## src/design/biphase_edge_frame_decoder_top_assert.svh

```systemverilog
// Assertion macros used by the biphase edge frame decoder back end (befd_back).
// Expects signals named clk and rst_n in the including module's scope.
`ifndef BIPHASE_EDGE_FRAME_DECODER_TOP_ASSERT_SVH
`define BIPHASE_EDGE_FRAME_DECODER_TOP_ASSERT_SVH

// Condition holds at every clock edge out of reset.
`define BEFD_ASSERT_ALWAYS(label, cond, msg) \
    label: assert property (@(posedge clk) disable iff (!rst_n) (cond)) else $error(msg);

// Antecedent implies consequent in the same cycle.
`define BEFD_ASSERT_IMPLY(label, ante, cons, msg) \
    label: assert property (@(posedge clk) disable iff (!rst_n) (ante) |-> (cons)) \
        else $error(msg);

// Antecedent implies consequent in the next cycle.
`define BEFD_ASSERT_NEXT(label, ante, cons, msg) \
    label: assert property (@(posedge clk) disable iff (!rst_n) (ante) |=> (cons)) \
        else $error(msg);

`endif

```

## src/design/befd_pkg.sv

```systemverilog
// Shared types and constants for the biphase edge frame decoder.
// No dependencies; imported by every module of the block.
`default_nettype none

package befd_pkg;

    localparam int FRAME_BYTES     = 18;
    localparam int MAX_MISSED_BITS = 32;
    localparam int MAX_BYTE_RES    = 5;

    localparam int RUN_W      = 6;
    localparam int BYTE_CNT_W = 3;
    localparam int DIV_W      = 32;
    localparam int DIVISOR_W  = 16;
    localparam int DIV_STEP_W = $clog2(DIV_W);

    localparam logic [7:0] SYNC_FIRST  = 8'hFF;
    localparam logic [7:0] SYNC_SECOND = 8'hFE;
    localparam logic [7:0] SYNC_TYPE_A = 8'hD0;
    localparam logic [7:0] SYNC_TYPE_B = 8'h2F;

    localparam logic [15:0] HALF_BIT_RST    = 16'd1250;
    localparam logic [14:0] TOL_RST         = 15'd625;
    localparam logic [14:0] START_TOL_RST   = 15'd250;
    localparam logic [7:0]  START_EDGES_RST = 8'd28;

    localparam logic OP_EDGE    = 1'b0;
    localparam logic OP_RESTART = 1'b1;

    localparam logic KIND_BYTE   = 1'b0;
    localparam logic KIND_STATUS = 1'b1;

    typedef enum logic [1:0] {
        CFG_HALF_BIT    = 2'd0,
        CFG_TOL         = 2'd1,
        CFG_START_TOL   = 2'd2,
        CFG_START_EDGES = 2'd3
    } cfg_idx_t;

    typedef struct packed {
        logic        opcode;
        logic [31:0] edge_time_us;
    } req_t;

    typedef struct packed {
        logic       kind;
        logic [4:0] byte_index;
        logic [7:0] byte_value;
        logic       frame_started;
        logic       frame_done;
        logic       line_level;
        logic       last;
    } rsp_t;

    typedef struct packed {
        logic [15:0] half_bit_us;
        logic [14:0] tolerance_us;
        logic [14:0] start_tolerance_us;
        logic [7:0]  start_edges;
    } cfg_t;

    // One edge decision: run_len bits of run_bit, then optionally one
    // inverted bit (phase change).
    typedef struct packed {
        logic             restart;
        logic [RUN_W-1:0] run_len;
        logic             run_bit;
        logic             tail;
        logic             started;
        logic             level;
    } cmd_t;

    typedef struct packed {
        logic feeding;
        logic done;
    } back_stat_t;

    typedef enum logic [2:0] {
        F_IDLE,
        F_WAIT,
        F_DIFF,
        F_SUM,
        F_CLASS,
        F_DIV,
        F_PUSH
    } front_state_t;

    typedef enum logic [1:0] {
        B_IDLE,
        B_FEED,
        B_STATUS
    } back_state_t;

    typedef enum logic [1:0] {
        PH_SYNC0,
        PH_SYNC1,
        PH_SYNC2,
        PH_DATA
    } parse_phase_t;

endpackage

`default_nettype wire

```

## src/design/befd_div.sv

```systemverilog
// Iterative restoring divider, one quotient bit per cycle.
// Uses befd_pkg widths; divisor must be nonzero and held during a divide.
`default_nettype none

module befd_div
    import befd_pkg::*;
(
    input  wire logic                 clk,
    input  wire logic                 rst_n,
    input  wire logic                 start,
    input  wire logic [DIV_W-1:0]     dividend,
    input  wire logic [DIVISOR_W-1:0] divisor,
    output logic                      done,
    output logic [DIV_W-1:0]          quotient
);

    logic                  busy_reg;
    logic                  done_reg;
    logic [DIV_STEP_W-1:0] step_reg;
    logic [DIVISOR_W-1:0]  rem_reg;
    logic [DIV_W-1:0]      quo_reg;

    logic [DIVISOR_W:0] cand;
    logic [DIVISOR_W:0] diff;
    logic               ge;

    assign cand = {rem_reg, quo_reg[DIV_W-1]};
    assign ge   = cand >= {1'b0, divisor};
    assign diff = cand - {1'b0, divisor};

    always_ff @(posedge clk or negedge rst_n)
    begin
        if (!rst_n)
        begin
            busy_reg <= 1'b0;
            done_reg <= 1'b0;
            step_reg <= '0;
        end
        else
        begin
            done_reg <= busy_reg && !start && (step_reg == DIV_STEP_W'(DIV_W - 1));
            if (start)
            begin
                busy_reg <= 1'b1;
                step_reg <= '0;
            end
            else if (busy_reg)
            begin
                step_reg <= step_reg + 1'b1;
                if (step_reg == DIV_STEP_W'(DIV_W - 1))
                    busy_reg <= 1'b0;
            end
        end
    end

    always_ff @(posedge clk)
    begin
        if (start)
        begin
            rem_reg <= '0;
            quo_reg <= dividend;
        end
        else if (busy_reg)
        begin
            rem_reg <= ge ? diff[DIVISOR_W-1:0] : cand[DIVISOR_W-1:0];
            quo_reg <= {quo_reg[DIV_W-2:0], ge};
        end
    end

    assign done     = done_reg;
    assign quotient = quo_reg;

endmodule

`default_nettype wire

```

## src/design/befd_front.sv

```systemverilog
// Front end: accepts transactions, tracks edge timing and classifies each
// interval into a bit command. Depends on befd_pkg and befd_div.
`default_nettype none

module befd_front
    import befd_pkg::*;
(
    input  wire logic       clk,
    input  wire logic       rst_n,
    input  wire cfg_t       cfg,
    input  wire logic       req_valid,
    output logic            req_ready,
    input  wire req_t       req,
    input  wire back_stat_t back_stat,
    input  wire logic       q_empty,
    input  wire logic       q_full,
    output logic            q_push,
    output cmd_t            q_cmd
);

    front_state_t state_reg, state_next;

    logic [31:0]      time_reg;
    logic [31:0]      last_time_reg;
    logic             level_reg;
    logic [7:0]       start_cnt_reg;
    logic             started_reg;
    logic             half_seen_reg;
    logic             bit_val_reg;
    logic [31:0]      d_reg;
    logic [32:0]      dtol_reg;
    logic [32:0]      dst_reg;
    logic [16:0]      hst_reg;
    logic [16:0]      htol_reg;
    logic [16:0]      h2_reg;
    logic [17:0]      h2tol_reg;
    logic             restart_reg;
    logic [RUN_W-1:0] run_len_reg;
    logic             run_bit_reg;
    logic             tail_reg;

    logic [15:0]      h_eff;
    logic             in_win;
    logic             debounce;
    logic             same_phase;
    logic             phase_chg;
    logic [7:0]       start_inc;
    logic             div_start;
    logic             div_done;
    logic [DIV_W-1:0] quotient;
    logic [RUN_W-1:0] miss_len;

    // zero half-bit period acts as one
    assign h_eff = (cfg.half_bit_us == '0) ? 16'd1 : cfg.half_bit_us;

    assign in_win     = (dst_reg >= 33'(h_eff)) && (33'(d_reg) < 33'(hst_reg));
    assign debounce   = dtol_reg <= 33'(h_eff);
    assign same_phase = 33'(d_reg) < 33'(htol_reg);
    assign phase_chg  = (dtol_reg >= 33'(h2_reg)) && (33'(d_reg) < 33'(h2tol_reg));
    assign start_inc  = (start_cnt_reg == 8'hFF) ? 8'hFF : start_cnt_reg + 8'd1;

    assign div_start = (state_reg == F_CLASS) && started_reg && !back_stat.done
                       && !debounce && !same_phase && !phase_chg;

    // missed bits = quotient/2, capped
    assign miss_len = ((|quotient[DIV_W-1:RUN_W+1])
                       || (quotient[RUN_W:1] > RUN_W'(MAX_MISSED_BITS)))
                      ? RUN_W'(MAX_MISSED_BITS) : quotient[RUN_W:1];

    befd_div u_div (
        .clk      (clk),
        .rst_n    (rst_n),
        .start    (div_start),
        .dividend (d_reg),
        .divisor  (h_eff),
        .done     (div_done),
        .quotient (quotient)
    );

    always_ff @(posedge clk or negedge rst_n)
    begin
        if (!rst_n)
            state_reg <= F_IDLE;
        else
            state_reg <= state_next;
    end

    always_comb
    begin
        state_next = state_reg;
        req_ready  = 1'b0;
        q_push     = 1'b0;
        unique case (state_reg)
            F_IDLE:
            begin
                req_ready = 1'b1;
                if (req_valid)
                    state_next = (req.opcode == OP_RESTART) ? F_PUSH : F_WAIT;
            end
            F_WAIT:
            begin
                // done flag is final only once the back end has drained
                if (q_empty && !back_stat.feeding)
                    state_next = F_DIFF;
            end
            F_DIFF:  state_next = F_SUM;
            F_SUM:   state_next = F_CLASS;
            F_CLASS: state_next = div_start ? F_DIV : F_PUSH;
            F_DIV:
            begin
                if (div_done)
                    state_next = F_PUSH;
            end
            F_PUSH:
            begin
                if (!q_full)
                begin
                    q_push     = 1'b1;
                    state_next = F_IDLE;
                end
            end
            default: state_next = F_IDLE;
        endcase
    end

    assign q_cmd = '{restart: restart_reg, run_len: run_len_reg, run_bit: run_bit_reg,
                     tail: tail_reg, started: started_reg, level: level_reg};

    // decoder state
    always_ff @(posedge clk or negedge rst_n)
    begin
        if (!rst_n)
        begin
            last_time_reg <= '0;
            level_reg     <= 1'b0;
            start_cnt_reg <= '0;
            started_reg   <= 1'b0;
            half_seen_reg <= 1'b1;
            bit_val_reg   <= 1'b1;
            restart_reg   <= 1'b0;
            run_len_reg   <= '0;
            run_bit_reg   <= 1'b0;
            tail_reg      <= 1'b0;
        end
        else
        begin
            case (state_reg)
                F_IDLE:
                begin
                    if (req_valid)
                    begin
                        run_len_reg <= '0;
                        tail_reg    <= 1'b0;
                        if (req.opcode == OP_RESTART)
                        begin
                            restart_reg   <= 1'b1;
                            start_cnt_reg <= '0;
                            started_reg   <= 1'b0;
                            half_seen_reg <= 1'b1;
                            bit_val_reg   <= 1'b1;
                        end
                        else
                        begin
                            restart_reg <= 1'b0;
                            level_reg   <= ~level_reg;
                        end
                    end
                end
                F_CLASS:
                begin
                    // start-like edges feed a one bit
                    run_bit_reg <= (!started_reg && in_win) ? 1'b1 : bit_val_reg;
                    if (!started_reg)
                    begin
                        last_time_reg <= time_reg;
                        if (in_win)
                        begin
                            start_cnt_reg <= start_inc;
                            run_len_reg   <= RUN_W'(1);
                            if (start_inc >= cfg.start_edges)
                                started_reg <= 1'b1;
                        end
                        else
                        begin
                            start_cnt_reg <= '0;
                        end
                    end
                    else if (!back_stat.done && !debounce)
                    begin
                        last_time_reg <= time_reg;
                        if (same_phase)
                        begin
                            run_len_reg   <= half_seen_reg ? RUN_W'(0) : RUN_W'(1);
                            half_seen_reg <= ~half_seen_reg;
                        end
                        else if (phase_chg)
                        begin
                            tail_reg      <= 1'b1;
                            bit_val_reg   <= ~bit_val_reg;
                            half_seen_reg <= 1'b0;
                        end
                    end
                end
                F_DIV:
                begin
                    if (div_done)
                    begin
                        run_len_reg <= miss_len;
                        tail_reg    <= quotient[0];
                        if (quotient[0])
                        begin
                            bit_val_reg   <= ~bit_val_reg;
                            half_seen_reg <= 1'b0;
                        end
                    end
                end
                default:
                begin
                end
            endcase
        end
    end

    // interval arithmetic, split over the F_DIFF and F_SUM states
    always_ff @(posedge clk)
    begin
        if (state_reg == F_IDLE && req_valid)
            time_reg <= req.edge_time_us;
        if (state_reg == F_DIFF)
        begin
            d_reg     <= time_reg - last_time_reg;
            hst_reg   <= 17'(h_eff) + 17'(cfg.start_tolerance_us);
            htol_reg  <= 17'(h_eff) + 17'(cfg.tolerance_us);
            h2_reg    <= {h_eff, 1'b0};
            h2tol_reg <= 18'({h_eff, 1'b0}) + 18'(cfg.tolerance_us);
        end
        if (state_reg == F_SUM)
        begin
            dtol_reg <= 33'(d_reg) + 33'(cfg.tolerance_us);
            dst_reg  <= 33'(d_reg) + 33'(cfg.start_tolerance_us);
        end
    end

endmodule

`default_nettype wire

```

## src/design/befd_cmdq.sv

```systemverilog
// Two-entry command queue between the front and back ends.
// Depends on befd_pkg for the command type.
`default_nettype none

module befd_cmdq
    import befd_pkg::*;
(
    input  wire logic clk,
    input  wire logic rst_n,
    input  wire logic push,
    input  wire cmd_t push_cmd,
    input  wire logic pop,
    output cmd_t      head,
    output logic      empty,
    output logic      full
);

    cmd_t       entry_reg [2];
    logic       wr_ptr_reg;
    logic       rd_ptr_reg;
    logic [1:0] count_reg;

    assign empty = (count_reg == 2'd0);
    assign full  = (count_reg == 2'd2);
    assign head  = entry_reg[rd_ptr_reg];

    always_ff @(posedge clk or negedge rst_n)
    begin
        if (!rst_n)
        begin
            wr_ptr_reg <= 1'b0;
            rd_ptr_reg <= 1'b0;
            count_reg  <= '0;
        end
        else
        begin
            if (push && !full)
                wr_ptr_reg <= ~wr_ptr_reg;
            if (pop && !empty)
                rd_ptr_reg <= ~rd_ptr_reg;
            case ({push && !full, pop && !empty})
                2'b10:   count_reg <= count_reg + 2'd1;
                2'b01:   count_reg <= count_reg - 2'd1;
                default: count_reg <= count_reg;
            endcase
        end
    end

    always_ff @(posedge clk)
    begin
        if (push && !full)
            entry_reg[wr_ptr_reg] <= push_cmd;
    end

endmodule

`default_nettype wire

```

## src/design/befd_back.sv

```systemverilog
// Back end: feeds command bits through the frame parser (one bit per cycle, unless a
// byte result waits) and drives the result register. Depends on befd_pkg and the assert macros.
`default_nettype none
`include "biphase_edge_frame_decoder_top_assert.svh"

module befd_back
    import befd_pkg::*;
(
    input  wire logic clk,
    input  wire logic rst_n,
    input  wire logic q_empty,
    input  wire cmd_t q_head,
    output logic      q_pop,
    output back_stat_t stat,
    output logic      rsp_valid,
    input  wire logic rsp_ready,
    output rsp_t      rsp
);

    back_state_t state_reg, state_next;

    logic                  started_reg;
    logic                  level_reg;
    logic [RUN_W-1:0]      run_left_reg;
    logic                  run_bit_reg;
    logic                  tail_reg;
    logic                  done_reg;
    parse_phase_t          phase_reg;
    logic [2:0]            bit_pos_reg;
    logic [7:0]            shift_reg;
    logic [4:0]            byte_pos_reg;
    logic [BYTE_CNT_W-1:0] byte_cnt_reg;
    logic                  out_valid_reg;
    rsp_t                  out_reg;

    logic         out_free;
    logic         have_bit;
    logic         cur_bit;
    logic [7:0]   sh;
    logic         wr;
    logic [4:0]   wr_idx;
    parse_phase_t phase_n;
    logic [2:0]   bit_pos_n;
    logic         emit;
    logic         advance;

    assign out_free = !out_valid_reg || rsp_ready;
    assign have_bit = (run_left_reg != '0) || tail_reg;
    assign cur_bit  = (run_left_reg != '0) ? run_bit_reg : ~run_bit_reg;
    assign sh       = {shift_reg[6:0], cur_bit};

    // parser step for the current bit
    always_comb
    begin
        wr        = 1'b0;
        wr_idx    = byte_pos_reg;
        phase_n   = phase_reg;
        bit_pos_n = bit_pos_reg;
        unique case (phase_reg)
            PH_SYNC0:
            begin
                if (sh == SYNC_FIRST)
                begin
                    wr      = 1'b1;
                    wr_idx  = 5'd0;
                    phase_n = PH_SYNC1;
                end
            end
            PH_SYNC1:
            begin
                if (sh == SYNC_SECOND)
                begin
                    wr      = 1'b1;
                    wr_idx  = 5'd1;
                    phase_n = PH_SYNC2;
                end
            end
            PH_SYNC2:
            begin
                if (sh == SYNC_TYPE_A || sh == SYNC_TYPE_B)
                begin
                    wr      = 1'b1;
                    wr_idx  = 5'd2;
                    phase_n = PH_DATA;
                end
            end
            PH_DATA:
            begin
                if (bit_pos_reg == 3'd7)
                    wr = 1'b1;
                else
                    bit_pos_n = bit_pos_reg + 3'd1;
            end
            default:
            begin
            end
        endcase
    end

    assign emit    = wr && !done_reg && (byte_cnt_reg < BYTE_CNT_W'(MAX_BYTE_RES));
    // a byte result waits for the output register
    assign advance = (state_reg == B_FEED) && have_bit && (!emit || out_free);

    always_ff @(posedge clk or negedge rst_n)
    begin
        if (!rst_n)
            state_reg <= B_IDLE;
        else
            state_reg <= state_next;
    end

    always_comb
    begin
        state_next = state_reg;
        q_pop      = 1'b0;
        unique case (state_reg)
            B_IDLE:
            begin
                if (!q_empty)
                begin
                    q_pop      = 1'b1;
                    state_next = B_FEED;
                end
            end
            B_FEED:
            begin
                if (!have_bit)
                    state_next = B_STATUS;
            end
            B_STATUS:
            begin
                if (out_free)
                    state_next = B_IDLE;
            end
            default: state_next = B_IDLE;
        endcase
    end

    always_ff @(posedge clk or negedge rst_n)
    begin
        if (!rst_n)
        begin
            started_reg   <= 1'b0;
            level_reg     <= 1'b0;
            run_left_reg  <= '0;
            run_bit_reg   <= 1'b0;
            tail_reg      <= 1'b0;
            done_reg      <= 1'b0;
            phase_reg     <= PH_SYNC0;
            bit_pos_reg   <= '0;
            shift_reg     <= '0;
            byte_pos_reg  <= '0;
            byte_cnt_reg  <= '0;
            out_valid_reg <= 1'b0;
        end
        else
        begin
            if ((advance && emit) || (state_reg == B_STATUS && out_free))
                out_valid_reg <= 1'b1;
            else if (rsp_ready)
                out_valid_reg <= 1'b0;

            if (q_pop)
            begin
                started_reg  <= q_head.started;
                level_reg    <= q_head.level;
                run_left_reg <= q_head.run_len;
                run_bit_reg  <= q_head.run_bit;
                tail_reg     <= q_head.tail;
                byte_cnt_reg <= '0;
                if (q_head.restart)
                begin
                    done_reg     <= 1'b0;
                    phase_reg    <= PH_SYNC0;
                    bit_pos_reg  <= '0;
                    shift_reg    <= '0;
                    byte_pos_reg <= '0;
                end
            end

            if (advance)
            begin
                if (run_left_reg != '0)
                    run_left_reg <= run_left_reg - 1'b1;
                else
                    tail_reg <= 1'b0;
                if (!done_reg)
                begin
                    phase_reg <= phase_n;
                    if (wr)
                    begin
                        shift_reg    <= '0;
                        bit_pos_reg  <= '0;
                        byte_pos_reg <= wr_idx + 5'd1;
                        if ((6'(wr_idx) + 6'd1) >= 6'(FRAME_BYTES))
                            done_reg <= 1'b1;
                    end
                    else
                    begin
                        shift_reg   <= sh;
                        bit_pos_reg <= bit_pos_n;
                    end
                end
                if (emit)
                    byte_cnt_reg <= byte_cnt_reg + 1'b1;
            end
        end
    end

    always_ff @(posedge clk)
    begin
        if (advance && emit)
            out_reg <= '{kind: KIND_BYTE, byte_index: wr_idx, byte_value: sh,
                         frame_started: 1'b0, frame_done: 1'b0, line_level: 1'b0,
                         last: 1'b0};
        else if (state_reg == B_STATUS && out_free)
            out_reg <= '{kind: KIND_STATUS, byte_index: 5'd0, byte_value: 8'd0,
                         frame_started: started_reg, frame_done: done_reg,
                         line_level: level_reg, last: 1'b1};
    end

    assign rsp_valid = out_valid_reg;
    assign rsp       = out_reg;
    assign stat      = '{feeding: (state_reg == B_FEED), done: done_reg};

    `BEFD_ASSERT_IMPLY(a_done_in_data, done_reg, phase_reg == PH_DATA, "done outside data phase")
    `BEFD_ASSERT_ALWAYS(a_byte_res_cap, byte_cnt_reg <= BYTE_CNT_W'(MAX_BYTE_RES), "too many bytes")
    `BEFD_ASSERT_NEXT(a_status_out, state_reg == B_STATUS && out_free, rsp_valid && rsp.last, "status lost")

endmodule

`default_nettype wire

```

## src/design/biphase_edge_frame_decoder_top.sv

```systemverilog
// Biphase-L edge decoder with frame sync. Transactions on req carry either a
// line edge (opcode 0, microsecond timestamp) or a restart (opcode 1). Each
// accepted transaction yields zero to five frame-byte results on rsp, then
// exactly one status result with last set.
// Flow: the front end classifies each edge and, when the interval spans missed edges,
// also runs the serial divider (one quotient bit a cycle). The back end then picks up
// the command and feeds one recovered bit per cycle (up to 33 bits), writing byte
// results as it goes, and closes with the status result. The front end waits for
// the back end to drain before classifying an edge, since classification needs the
// final frame-done flag; a two-entry queue lets the next transaction be taken while
// results still wait.
// Stalling rsp_ready holds the result register and pauses bit feeding;
// nothing is dropped. Reset restores default timing registers and clears all
// decoder state; req is ready as soon as reset is released.
// Config: cfg_we writes cfg_data into register cfg_index at once.
// Depends on befd_pkg, befd_front, befd_div, befd_cmdq, befd_back.
`default_nettype none

module biphase_edge_frame_decoder_top
    import befd_pkg::*;
(
    input  wire logic        clk,
    input  wire logic        rst_n,
    input  wire logic        cfg_we,
    input  wire logic [1:0]  cfg_index,
    input  wire logic [15:0] cfg_data,
    input  wire logic        req_valid,
    output logic             req_ready,
    input  wire req_t        req,
    output logic             rsp_valid,
    input  wire logic        rsp_ready,
    output rsp_t             rsp
);

    cfg_t       cfg_reg;
    back_stat_t back_stat;
    cmd_t       push_cmd;
    cmd_t       head_cmd;
    logic       q_push;
    logic       q_pop;
    logic       q_empty;
    logic       q_full;

    always_ff @(posedge clk or negedge rst_n)
    begin
        if (!rst_n)
        begin
            cfg_reg.half_bit_us        <= HALF_BIT_RST;
            cfg_reg.tolerance_us       <= TOL_RST;
            cfg_reg.start_tolerance_us <= START_TOL_RST;
            cfg_reg.start_edges        <= START_EDGES_RST;
        end
        else if (cfg_we)
        begin
            unique case (cfg_index)
                CFG_HALF_BIT:    cfg_reg.half_bit_us        <= cfg_data;
                CFG_TOL:         cfg_reg.tolerance_us       <= cfg_data[14:0];
                CFG_START_TOL:   cfg_reg.start_tolerance_us <= cfg_data[14:0];
                CFG_START_EDGES: cfg_reg.start_edges        <= cfg_data[7:0];
                default:         cfg_reg <= cfg_reg;
            endcase
        end
    end

    befd_front u_front (
        .clk       (clk),
        .rst_n     (rst_n),
        .cfg       (cfg_reg),
        .req_valid (req_valid),
        .req_ready (req_ready),
        .req       (req),
        .back_stat (back_stat),
        .q_empty   (q_empty),
        .q_full    (q_full),
        .q_push    (q_push),
        .q_cmd     (push_cmd)
    );

    befd_cmdq u_cmdq (
        .clk      (clk),
        .rst_n    (rst_n),
        .push     (q_push),
        .push_cmd (push_cmd),
        .pop      (q_pop),
        .head     (head_cmd),
        .empty    (q_empty),
        .full     (q_full)
    );

    befd_back u_back (
        .clk       (clk),
        .rst_n     (rst_n),
        .q_empty   (q_empty),
        .q_head    (head_cmd),
        .q_pop     (q_pop),
        .stat      (back_stat),
        .rsp_valid (rsp_valid),
        .rsp_ready (rsp_ready),
        .rsp       (rsp)
    );

endmodule

`default_nettype wire
```

## config.mk

```make
export PLATFORM = sky130hd
export DESIGN_NAME = biphase_edge_frame_decoder_top
export DESIGN_NICKNAME = d
export VERILOG_FILES = /design/src/design/befd_pkg.sv /design/src/design/befd_div.sv /design/src/design/befd_front.sv /design/src/design/befd_cmdq.sv /design/src/design/befd_back.sv /design/src/design/biphase_edge_frame_decoder_top.sv
export VERILOG_INCLUDE_DIRS = /design/src /design/src/design
export SDC_FILE = /design/constraint.sdc
export NUM_CORES = 1
export LEC_CHECK = 0
export ABC_AREA = 1
export BUFFER_PORTS_ARGS = -buffer_cell sky130_fd_sc_hd__buf_2
export CELL_PAD_IN_SITES_DETAIL_PLACEMENT = 1
export CELL_PAD_IN_SITES_GLOBAL_PLACEMENT = 1
export CORE_MARGIN = 2
export CORE_UTILIZATION = 30
export DETAILED_ROUTE_END_ITERATION = 8
export HOLD_SLACK_MARGIN = 0.06
export PLACE_DENSITY = 0.62
export SYNTH_ARGS = -nofsm -noshare
export SYNTH_HDL_FRONTEND = slang
export SYNTH_SLANG_ARGS = --single-unit
```

## constraint.sdc

```tcl
create_clock -name clk -period 16.4 [get_ports clk]
set_clock_uncertainty 0.2 [all_clocks]
set_input_delay 0.82 -clock clk [delete_from_list [all_inputs] [get_ports clk]]
set_output_delay 0.82 -clock clk [all_outputs]
set_load 0.1 [all_outputs]
```

==> results.toml <==
[sta]
fmax_mhz = 230.5
slew_violations = 0
setup_slack_ns = 12.06
finalSetupTns_ns = 0
tightest_slew_ns = 1.200
slew_headroom = 0.1979
rsz0062_at_grt = "false"
finalSetupViolCount = 0
hold_viol = 0
finalCritPeriodShare = 0.2646
whs_ns = 0.1709
fin_crit_ns = 4.339

[worst_setup_path]
rr_endpoint = "u_front.hst_reg[14]"
worst_setup_path_start_kind = "register"
cp.required_ns = 16.55
r2r_start = "cfg_reg[53]"
worst_path_most_repeated_cell = "nand2_1"
end_kind = "register"
rr_worst_depth = 15
worstSetupPathType = "reg2reg"
arrival_ns = 4.49
startpoint = "cfg_reg[53]"
regToRegSetupSlack_ns = 12.06
crit_buf_inv = 2
cp_top_family = "compound AO/OA/AOI/OAI gates"
slowest_delay_ns = 0.60
path_max_fanout = 8
cpMaxStageDelayCell = "a41o_1"
path_cells = "nor4_1, a41o_1, ha_1, inv_1, fa_1, inv_1, nand3_1, nand2_1, nand4_1, o211ai_1, a21boi_0, o21ai_0, nand2_1, nand2_1, xor2_1"

[floorplan]
dieWidth_um = 300.6
die-height_um = 300.6
io-pin-count = 76
dieArea_sq_mm = 0.09034
coreArea_sq_mm = 0.08702
start_util = 0.3032
row_count = 108

[global_routing]
grt_pass1_vias = 21660
grt_max_degree = 68
grt_pass1_wl_mm = 123.8
grt_overflow = 0
grt_usage = 0.1753
antenna_found_initial = 3

[yosys]
syn_inst = 3018
synth_ff_type = "edfxtp_1"
synth.most_common_cell = "nand2_1"
ys.warnings.count = 0
syn_area_sq_mm = 0.02639
synthTopCellsByArea = "edfxtp_1, dfrtp_1, ha_1"
synth.avg_cell_area_sq_um = 8.743
async_reset_ff_frac = 0.3523
yosysTopAreaCellShare = 0.3016
synth_edf_count = 265
ys_ff_latch = 440
yosysSeqAreaShare = 0.4648
synth_nets = 3322
synth_top_area_cell = "edfxtp_1"
yosys-top-cells-count = "nand2_1, inv_1, edfxtp_1, ha_1, o21ai_0"
synth.distinct_cells = 56

[place]
place_ws_ns = 12.05
port_buffers = 75
hpwl_mm = 60.13
gp_congestion = 0.8570

[pwr]
power.density_mw_per_mm2 = 181.9
peakVddDrop_mv = 0.1268
finalPower_mw = 5.437
power_leakage_nw = 13.50

[layout]
utilization = 0.3435
largest_reg_flops = 54
drive_gt1_frac = 0.07533
nets = 3406
syn_to_final_growth_pct = 13.28

[clock_tree]
cts_buffers = 54
cts_sinks = 440
cts_buffer_depth = 3
insertion_delay_ns = 0.62
postCtsSetupBuffers = 0
cts_root_buffer = "clkbuf_16"
ctsHoldBuffers = 1
clk_pin_slew_worst_paths_ns = 0.06
htreeDepth = 2
cts_tree = "yes"
cts_resized = 0

[drt]
drt_iter0_drc = 1094
wl_met3_mm = 2.783
drtPass1Iterations = 5
wl_mm = 78.24
vias = 20660
wl_met1_mm = 36.76
drc = 0
routed.top_layer = "met4"
ant_nets = 0
wire_per_inst_um = 18.18
vias_per_cell = 4.802
wl_met2_mm = 36.50

[worst_hold_path]
min_to = "u_front.time_reg[5]"
holdPathStages = 1
min_from = "req[5]"
hp-class = "in2reg"

[status]
status = "finished clean"

[run]
drv_cap = 0
## per-stage QoR
stage,area [sq um],cells
after floorplan,26390,3018
after global placement,28060,4200
after global routing,29880,4301
after detailed placement,28060,4200
final,29890,4303
after CTS,29880,4301
## logic make-up (layout without fill, tap and decap cells)
| group | count (synthesis) | count (layout) | share of synthesized area |
|---|---|---|---|
| adder cells (fa/ha/maj) | 248 | 248 | 0.1196 |
| other | 0 | 2 | 0 |
| AND/OR/NAND/NOR | 1172 | 1172 | 0.1860 |
| flip-flops | 440 | 440 | 0.4648 |
| XOR/XNOR | 150 | 150 | 0.04979 |
| buffers and inverters | 470 | 598 | 0.06876 |
| AO/OA/AOI/OAI | 538 | 538 | 0.1111 |
## worst max path at each step
stage / end / depth (start not counted)
CTS: u_front.u_div.quotient[7] / 11
global placement: u_front.hst_reg[16] / 16
global route: u_front.hst_reg[16] / 16
detailed placement: u_front.u_div.quotient[26] / 11
finish: u_front.hst_reg[14] / 15
floorplan: u_front.state_reg[2] / 4
## worst reg2reg max path, cell delays in order, from the launching register on
cell	delay [ns]
dfrtp_1	0.51
nor4_1	0.50
a41o_1	0.61
ha_1	0.28
inv_1	0.06
fa_1	0.39
inv_1	0.08
nand3_1	0.06
nand2_1	0.12
nand4_1	0.10
o211ai_1	0.28
a21boi_0	0.25
o21ai_0	0.37
nand2_1	0.09
nand2_1	0.11
xor2_1	0.08
## metal layers
metal | vias to the layer above | global-route usage
li1 | 10300 | -
met1 | 9968 | 0.2344
met2 | 285 | 0.2943
met3 | 106 | 0.02460
met4 | 0 | 0.05212
met5 | - | 0
## cell type report
type	count	area (sq um)
antenna	2	5.005
clock buffer	79	1619
clock inverter	21	198.9
fill	10290	57130
inverter	408	1534
multi-input combinational	2108	12330
sequential	440	12260
tap	1155	1445
timing repair buffer	90	496.7
## power by group
group | switching (mW) | internal, mW | total [mW]
combinational | 1.59 | 0.744 | 2.34
sequential | 0.262 | 1.62 | 1.88
clock | 0.493 | 0.729 | 1.22
## placed cells by master, fill, tap and decap left out, drive strengths merged, types with 2 or more instances in the layout
cell type,netlist,layout
a21boi,11,11
clkinv,1,17
buf,19,89
nor2,218,218
o211ai,4,4
inv,407,407
a221oi,3,3
xor2,118,118
o21bai,10,10
ha,241,241
clkinvlp,0,2
and3,2,2
nand4,51,51
nand2,703,703
nor4,21,21
o22ai,11,11
o21ai,258,258
xnor2,32,32
dfxtp,20,20
diode,0,2
nand3b,4,4
edfxtp,265,265
or2,3,3
nor3,39,39
a31oi,12,12
a21o,12,12
dfrtp,134,134
o31ai,3,3
fa,7,7
nor3b,2,2
dfstp,21,21
o21a,15,15
a21oi,190,190
o2111ai,5,5
bufinv,0,3
nand3,129,129
clkbuf,43,79
Note: power is estimated with default switching activity, not from simulation.
